File: src/rtl/fdda_ram.sv
// ----------------------------------------------------------------------------
// fdda_ram: simple dual-port synchronous RAM
// One write port and one read port with registered read data.
// ----------------------------------------------------------------------------
module fdda_ram #(
  parameter int WIDTH = 8,
  parameter int DEPTH = 16
) (
  input  logic                     clk,
  input  logic                     wr_en,
  input  logic [$clog2(DEPTH)-1:0] wr_addr,
  input  logic [WIDTH-1:0]         wr_data,
  input  logic                     rd_en,
  input  logic [$clog2(DEPTH)-1:0] rd_addr,
  output logic [WIDTH-1:0]         rd_data
);

  logic [WIDTH-1:0] mem [DEPTH];

  always_ff @(posedge clk) begin
    if (wr_en) begin
      mem[wr_addr] <= wr_data;
    end
  end

  always_ff @(posedge clk) begin
    if (rd_en) begin
      rd_data <= mem[rd_addr];
    end
  end

endmodule

File: config.mk
export PLATFORM = sky130hd
export DESIGN_NAME = fdda_ram
export DESIGN_NICKNAME = d
export VERILOG_FILES = /design/src/rtl/fdda_ram.sv
export SDC_FILE = /design/constraint.sdc
export NUM_CORES = 1
export LEC_CHECK = 0
export ABC_AREA = 0
export BUFFER_PORTS_ARGS = -buffer_cell sky130_fd_sc_hd__buf_2
export CORE_MARGIN = 10
export CORE_UTILIZATION = 60
export CTS_BUF_LIST = sky130_fd_sc_hd__clkbuf_8
export CTS_CLUSTER_SIZE = 12
export DETAILED_ROUTE_END_ITERATION = 10
export PLACE_DENSITY = 0.86
export SLEW_MARGIN = 20
export SYNTH_ARGS = -nofsm -noshare
export SYNTH_HDL_FRONTEND = slang
export SYNTH_SLANG_ARGS = --single-unit
export TNS_END_PERCENT = 20
File: constraint.sdc
create_clock -name clk -period 2.1 [get_ports clk]
set_input_delay 0.315 -clock clk [delete_from_list [all_inputs] [get_ports clk]]
set_output_delay 0.315 -clock clk [all_outputs]
set_load 0.005 [all_outputs]
==> results.sh <==
export IMPL_status="finished clean"
export IMPL_core_area_sq_um=8341
export IMPL_yosys_register_bits=136
export IMPL_diodes=0
export IMPL_cp_end_kind="flop"
export IMPL_design_area_sq_um=5948
export IMPL_cts_setup_buffers=0
export IMPL_grt_max_degree=17
export IMPL_power_density_nw_per_um2=899.1
export IMPL_synth_top_family_by_area="multiplexers"
export IMPL_tns_ns=0
export IMPL_cts_max_level=4
export IMPL_synth_cell_types=18
export IMPL_synthAdderAreaFrac_pct=0
export IMPL_cp_start_kind="flop"
export IMPL_utilization_pct=71.32
export IMPL_root_buffer="clkbuf_8"
export IMPL_rsz0062_at_grt="no"
export IMPL_yosys_area_share_simple_pct=3.135
export IMPL_finalHoldViolCount=0
export IMPL_area_delta_synth_final_pct=13.79
export IMPL_yosys_area_share_xor_xnor_pct=0
export IMPL_dieArea_sq_um=12850
export IMPL_clk_latency_ns=0.43
export IMPL_synth_compound_area_share_pct=2.298
export IMPL_die_w_um=113.3
export IMPL_post_route_period_util_pct=74.28
export IMPL_io_pins=27
export IMPL_grtUsageTotal_pct=17.45
export IMPL_viasPerCell=6.338
export IMPL_max_freq_mhz=641.0
export IMPL_drtIter0Drc=244
export IMPL_drc=0
export IMPL_cts_tree="built"
export IMPL_yosysSeqAreaShare_pct=78.12
export IMPL_cts_buffers=17
export IMPL_cts_resized=0
export IMPL_pre_cts_ws_ns=0.1763
export IMPL_cts_sinks=136
export IMPL_drive_gt1_share_pct=32.66
export IMPL_wirelength_um=10440
export IMPL_drv_slew=0
export IMPL_firstDrtPassIters=5
export IMPL_path_class="reg -> reg"
export IMPL_wl_per_cell_um=25.97
export IMPL_worst_pin_slew_ns=0.6783
export IMPL_std_cell_rows=33
export IMPL_initial_utilization_pct=62.68
export IMPL_finClkSkew_ns=0.008473
export IMPL_arrival_ns=1.73
export IMPL_netlist_area_sq_um=5228
export IMPL_fin_ws_ns=0.5401
export IMPL_die_y_um=113.3
export IMPL_io_buffers=26
export IMPL_hold_buffers=0
export IMPL_worstPathRequired_ns=2.27
export IMPL_grt_pass1_vias=2700
export IMPL_dp_hpwl_um=6885
export IMPL_clock_path_buffers=2
export IMPL_final_min_clock_period_ns=1.560
export IMPL_leakagePower_nw=2.012
export IMPL_nets=305
export IMPL_dpl_cell_area_sq_um=5580
export IMPL_syn_nets=248
export IMPL_synthCells=229
export IMPL_muxShareOfSynthArea_pct=14.79
export IMPL_finalSetupViolations=0
export IMPL_drv_cap=0
export IMPL_final_common_cell="edfxtp_1"
export IMPL_cp_max_fo=1
export IMPL_place_gp_congestion=0.7521
export IMPL_vias=2548
export IMPL_antenna_found_initial=0
export IMPL_yosysWarnings=0
export IMPL_clk_pin_slew_ns=0.08
export IMPL_hold_path_class="in -> reg"
export IMPL_grt_ovfl_total=0
export IMPL_detail_route_antenna_nets=0
export IMPL_peakVddDrop_mv=0.4609
export IMPL_maxSlewHeadroom_pct=54.62
export IMPL_synth_avg_cell_area_sq_um=22.83
export IMPL_final_cell_mix="136 x edfxtp_1, 26 x buf_2, 21 x buf_4"
export IMPL_grt_pass1_wl_um=16490
==> logic make-up (layout without fill, tap and decap cells) <==
group	Yosys count	count (layout)
buf+inv	10	78
mux	32	32
simple gates	35	35
compound gates	16	16
flops	136	136
==> critical path, stage by stage, from the launching register on <==
cell and delay (ns):
edfxtp_1 0.36, mux4_1 0.56, a22oi_1 0.29, nand2_1 0.10
==> metrics by stage <==
| stage | instances | hold WS, ns | power [mW] |
|---|---|---|---|
| 5_1_grt | 402 | 0.2317 | 5.546 |
| 3_3_place_gp | 372 | 0.6814 | 3.395 |
| 4_1_cts | 402 | 0.2464 | 5.375 |
| 2_1_floorplan | 229 | 0.4139 | 3.282 |
| 6_report | 402 | 0.2590 | 5.348 |
| 3_5_place_dp | 372 | 0.6950 | 3.412 |
==> synth_stat cells (all sizes together) <==
cell / count / area, sq um
nor2b: 1 / 6.260
nand2: 9 / 33.78
and2b: 1 / 7.510
nand3: 1 / 5.000
mux4: 32 / 773.2
buf: 7 / 56.30
nand2b: 2 / 12.51
a22oi: 16 / 120.1
edfxtp: 136 / 4084
nor3: 4 / 20.02
clkdlybuf4s25: 3 / 30.03
nor2: 13 / 48.80
nand3b: 2 / 15.01
or3b: 1 / 8.760
and2: 1 / 6.260
==> final cells by class <==
class	count	area, sq um
Tap cell	105	131.4
Clock buffer	17	234.0
Multi-Input combinational cell	83	1057
Fill cell	486	2392
Clock inverter	13	133.9
Sequential cell	136	4084
Timing Repair Buffer	48	307.8
==> metal layers <==
layer / up-vias / global-route usage (%) / part of all wire, %
met1: 1320 / 22.69 / 42
li1: 1093 / - / -
met3: 12 / 5.652 / 7.3
met4: 0 / 6.345 / 1.2
met2: 123 / 27.00 / 50
met5: - / 0 / 0
==> worst paths after layout <==
path	from	slack [ns]	depth (start not counted)	endpoint
setup reg to reg	mem[1][1]	0.54	3	rd_data[1]
setup / recovery	mem[1][1]	0.54	3	rd_data[1]
hold reg to reg	mem[15][5]	0.75	3	rd_data[5]
hold / removal	wr_data[2]	0.26	1	mem[11][2]
==> state kept, by name (all words and copies together) (netlist names) <==
| name | cells |
|---|---|
| rd_data | 8 |
| mem | 128 |
==> power by group <==
group / switching, mW / internal [mW] / total (mW)
registers: 0.0170 / 3.06 / 3.07
logic: 0.160 / 0.121 / 0.280
clock network: 0.964 / 1.03 / 2.00
total: 1.14 / 4.21 / 5.35
No activity file was read; power rests on OpenSTA's default activity.
