File: src/rtl/fdda_pkg.sv
// ----------------------------------------------------------------------------
// fdda_pkg: shared types and constants of the demixing accumulator
// Field widths, store geometry and the word types that pass between modules.
// ----------------------------------------------------------------------------
package fdda_pkg;

  localparam int NUM_BINS = 512;
  localparam int ADDR_W   = $clog2(NUM_BINS);

  localparam int SRC_W  = 2;
  localparam int BIN_W  = 9;
  localparam int SMP_W  = 16;
  localparam int PROD_W = 2 * SMP_W;
  localparam int TERM_W = PROD_W + 1;
  localparam int ACC_W  = 40;

  typedef logic        [SRC_W-1:0]  src_t;
  typedef logic        [BIN_W-1:0]  bin_t;
  typedef logic signed [SMP_W-1:0]  smp_t;
  typedef logic signed [TERM_W-1:0] term_t;
  typedef logic signed [ACC_W-1:0]  acc_t;

  // Control fields that travel with an item down the pipeline.
  typedef struct packed {
    src_t src;
    bin_t bin;
    logic first;
    logic last;
    logic active;
    logic mask;
  } ctl_t;

  // One store word: the real and imaginary accumulators of a bin.
  typedef struct packed {
    acc_t re;
    acc_t im;
  } acc_pair_t;

endpackage

File: src/rtl/fdda_cmul.sv
// ----------------------------------------------------------------------------
// fdda_cmul: two-stage complex multiplier
// Registers the four partial products, then the real and imaginary terms.
// ----------------------------------------------------------------------------
module fdda_cmul (
  input  logic           clk,
  input  logic           en,
  input  fdda_pkg::smp_t x_re,
  input  fdda_pkg::smp_t x_im,
  input  fdda_pkg::smp_t w_re,
  input  fdda_pkg::smp_t w_im,
  output fdda_pkg::term_t t_re,
  output fdda_pkg::term_t t_im
);
  import fdda_pkg::*;

  logic signed [PROD_W-1:0] p_rr_r;
  logic signed [PROD_W-1:0] p_ii_r;
  logic signed [PROD_W-1:0] p_ri_r;
  logic signed [PROD_W-1:0] p_ir_r;

  always_ff @(posedge clk) begin
    if (en) begin
      p_rr_r <= w_re * x_re;
      p_ii_r <= w_im * x_im;
      p_ri_r <= w_re * x_im;
      p_ir_r <= w_im * x_re;
    end
  end

  always_ff @(posedge clk) begin
    if (en) begin
      t_re <= {p_rr_r[PROD_W-1], p_rr_r} - {p_ii_r[PROD_W-1], p_ii_r};
      t_im <= {p_ri_r[PROD_W-1], p_ri_r} + {p_ir_r[PROD_W-1], p_ir_r};
    end
  end

endmodule

File: config.mk
export PLATFORM = sky130hd
export DESIGN_NAME = fdda_cmul
export DESIGN_NICKNAME = d
export VERILOG_FILES = /design/src/rtl/fdda_pkg.sv /design/src/rtl/fdda_cmul.sv
export SDC_FILE = /design/constraint.sdc
export NUM_CORES = 2
export LEC_CHECK = 0
export BUFFER_PORTS_ARGS = -buffer_cell sky130_fd_sc_hd__buf_2
export CAP_MARGIN = 20
export CELL_PAD_IN_SITES_DETAIL_PLACEMENT = 1
export CELL_PAD_IN_SITES_GLOBAL_PLACEMENT = 1
export CORE_ASPECT_RATIO = 1.75
export CORE_MARGIN = 10
export CORE_UTILIZATION = 57
export CTS_BUF_LIST = sky130_fd_sc_hd__clkbuf_8
export CTS_CLUSTER_DIAMETER = 30
export DETAILED_ROUTE_END_ITERATION = 8
export PLACE_DENSITY = 0.94
export SYNTH_ARGS = -nofsm -noshare
export SYNTH_HDL_FRONTEND = slang
export SYNTH_SLANG_ARGS = --single-unit
File: constraint.sdc
create_clock -name clk -period 16.5 [get_ports clk]
set_input_delay 1.65 -clock clk [delete_from_list [all_inputs] [get_ports clk]]
set_output_delay 1.65 -clock clk [all_outputs]
set_load 0.02 [all_outputs]
==> results.toml <==
[clock_network]
htree_num_levels = 4
cts_tree = "done"
cts_buffers = 17
cts_buffer_depth = 2
cts_setup_buffers = 0
cts.hold.buffers_added = 0
cts_root_buf = "clkbuf_8"
cts_resized = 0
clk_pin_slew_ps = 140
cts.sinks = 194
clock_latency_ps = 720

[die]
boundaryPins = 132
die_y_um = 405
die_area_um2 = 97200
row_count = 141
initial_core_util_pct = 57.3
fp.dieW_um = 240
coreArea_um2 = 84300

[grt]
antenna_found_initial = 19
grt_use_total_pct = 39.6
grt_pass1_wl_um = 282000
grt_max_degree = 83
grt_pass1_vias = 47300
overflow = 0

[synth]
synth_cells = 5007
synthFlopType = "edfxtp_1"
synthTopCellsByArea = "fa_1 44%, edfxtp_1 12%, ha_1 10%"
synth_enable_flop_cells = 194
synth_area_um2 = 48300
synthMuxAreaShare_pct = 0.0207
avgSynthCellArea_um2 = 9.64
synth_top_area_share_pct = 43.5
synth_compound_area_share_pct = 6.05
synth_top_cell_by_area = "fa_1"
yosys_warnings = 0
ys_seq_elements = 194
seq_area_frac_synth_pct = 12.1
synthAdderAreaFrac_pct = 53.7
async_flop_share_pct = 0
synthSimpleGateAreaFrac_pct = 13.7
synth_xor_xnor_area_share_pct = 3.48
syn_nets = 6515
synth_top_family_by_area = "adder cells"
yosys-top-cells-count = "1218 x inv_1, 1050 x fa_1, 520 x nand2_1"
synth_most_common_cell = "inv_1"
synthDistinctLibCells = 65

[setup_path]
rrSetupSlack_ps = 12170
required_ps = 16980
start_kind = "primary input"
cp_max_fo = 32
crit_top_cell = "fa_1"
slowest_delay_ps = 700
path_buf_inv = 4
crit_type = "in -> reg"
crit_arrival_ps = 9510
worst_setup_path_end_kind = "register"
crit_family = "adder cells"
cp_slowest_cell = "buf_2"
worstPathCellList = "buf_2, nand2_1, fa_1, fa_1, fa_1, inv_1, fa_1, fa_1, inv_1, fa_1, inv_1, ha_1, a21o_1, a21oi_1, o21ai_0, o41ai_1, o21ai_0, a41oi_1, o21ai_1, a31o_2, a21oi_1, xnor2_1"

[timing]
final_hold_viol_count = 0
tightest_slew_ps = 1380
fin_crit_sh_pct = 54.7
fmax_mhz = 111
rsz0062_at_grt = "no"
slew_headroom_pct = 7.30
fin_setup_tns_ps = 0
period_needed_ps = 9020
final-max-slew-violation-count = 0
setup_viol = 0
skew_ps = 27.9

[route]
drc = 0
via_count = 40600
drt_iter0_markers = 5333
routed_wl_um = 202000
wire_per_inst_um = 33.2
drt-vias-per-instance = 6.67
dr.pass1.iters = 9
antenna_left = 0

[cells_and_area]
nNetsFinal = 6479
area_delta_synth_final_pct = 3.80
final_layout_size_suffix_gt1_share_pct = 4.05
regArea_um2 = 5830
fillers = 9363
multi_input_area_um2 = 37200

[placed_design]
gp_congestion = 0.887
dpl.hpwl_um = 129000
io_buffers = 131

[outcome]
outcome = "finished clean"

[min_path]
hp-class = "reg -> reg"

[job]
cap_violations = 0
[sequential cells by signal (all words and copies together), names as in the netlist]
| signal | cells |
|---|---|
| t_re | 33 |
| t_im | 33 |
| p_ri_r | 32 |
| p_ir_r | 32 |
| p_rr_r | 32 |
| p_ii_r | 32 |
[layer usage]
| metal | share of wire, % | global-route usage (%) | up-vias |
|---|---|---|---|
| li1 | - | - | 14900 |
| met1 | 29 | 39.7 | 20000 |
| met3 | 11 | 9.35 | 1845 |
| met2 | 47 | 66.4 | 3755 |
| met5 | 0.029 | 0 | - |
| met4 | 13 | 37.8 | 10 |
[final cells by class]
class	count	area share, %
Sequential cell	194	11.6
Clock buffer	17	0.467
Multi-Input combinational cell	3398	74.1
Inverter	1218	9.12
Clock inverter	15	0.384
Tap cell	1072	2.68
Antenna cell	23	0.115
Timing Repair Buffer	142	1.50
[worst paths after layout]
check	startpoint	endpoint	cells past startpoint
worst max-delay path	w_re[10]	p_rr_r[29]	22
worst min-delay path	p_ir_r[0]	t_im[0]	1
worst max register to register	p_ri_r[2]	t_im[29]	11
worst min register to register	p_ir_r[0]	t_im[0]	1
[layout by cell type, fill, tap and decap left out, types with 10 or more instances in the layout]
master,Yosys,final
nand2_1,520,520
nand4_1,10,10
o21a_1,24,24
diode_2,0,23
a21oi_1,132,132
buf_2,0,130
and2_1,505,505
edfxtp_1,194,194
or3_1,14,14
inv_1,1218,1218
nor3_1,28,28
nand3_1,31,31
a21o_1,77,77
xor2_1,46,46
nor2_1,133,133
o21bai_1,30,30
ha_1,392,392
nor2b_1,23,23
clkbuf_8,0,18
buf_4,0,10
nand2b_1,36,36
fa_1,1050,1050
o21ai_0,67,67
xnor2_1,146,146
[through the flow]
step	hold slack, ps	utilization [%]	cell area, um^2	setup WS (ps)	std cells
global route	591	59.4	50100	7170	6067
detailed placement	546	58.8	49600	7620	6022
finish	559	59.4	50100	7480	6079
CTS	571	59.4	50100	8000	6054
floorplan	513	-	48300	9030	5007
global placement	533	58.8	49600	8160	6022
[worst register-to-register path: stages (launching register included)]
cell      delay [ps]
edfxtp_1         420
ha_1             380
o21ai_0          170
o21a_1           260
nor3_1           240
o211a_1          360
a221oi_2         150
o21ai_0         1080
nor4_1           200
o41ai_1          470
a21oi_1          160
xnor2_1          180
[kinds of logic (layout without fill, tap and decap cells)]
family	Yosys count	count (layout)
other	0	23
and+or+nand+nor	1327	1327
buffers and inverters	1415	1392
AOI/OAI and AO/OA	436	436
adders and majority gates	1442	1442
muxes	1	1
DFF	194	194
xor gates and xnor gates	192	192
Power is not shown: default switching activity piles up to over one toggle a cycle in this logic, so the estimate is an artifact.
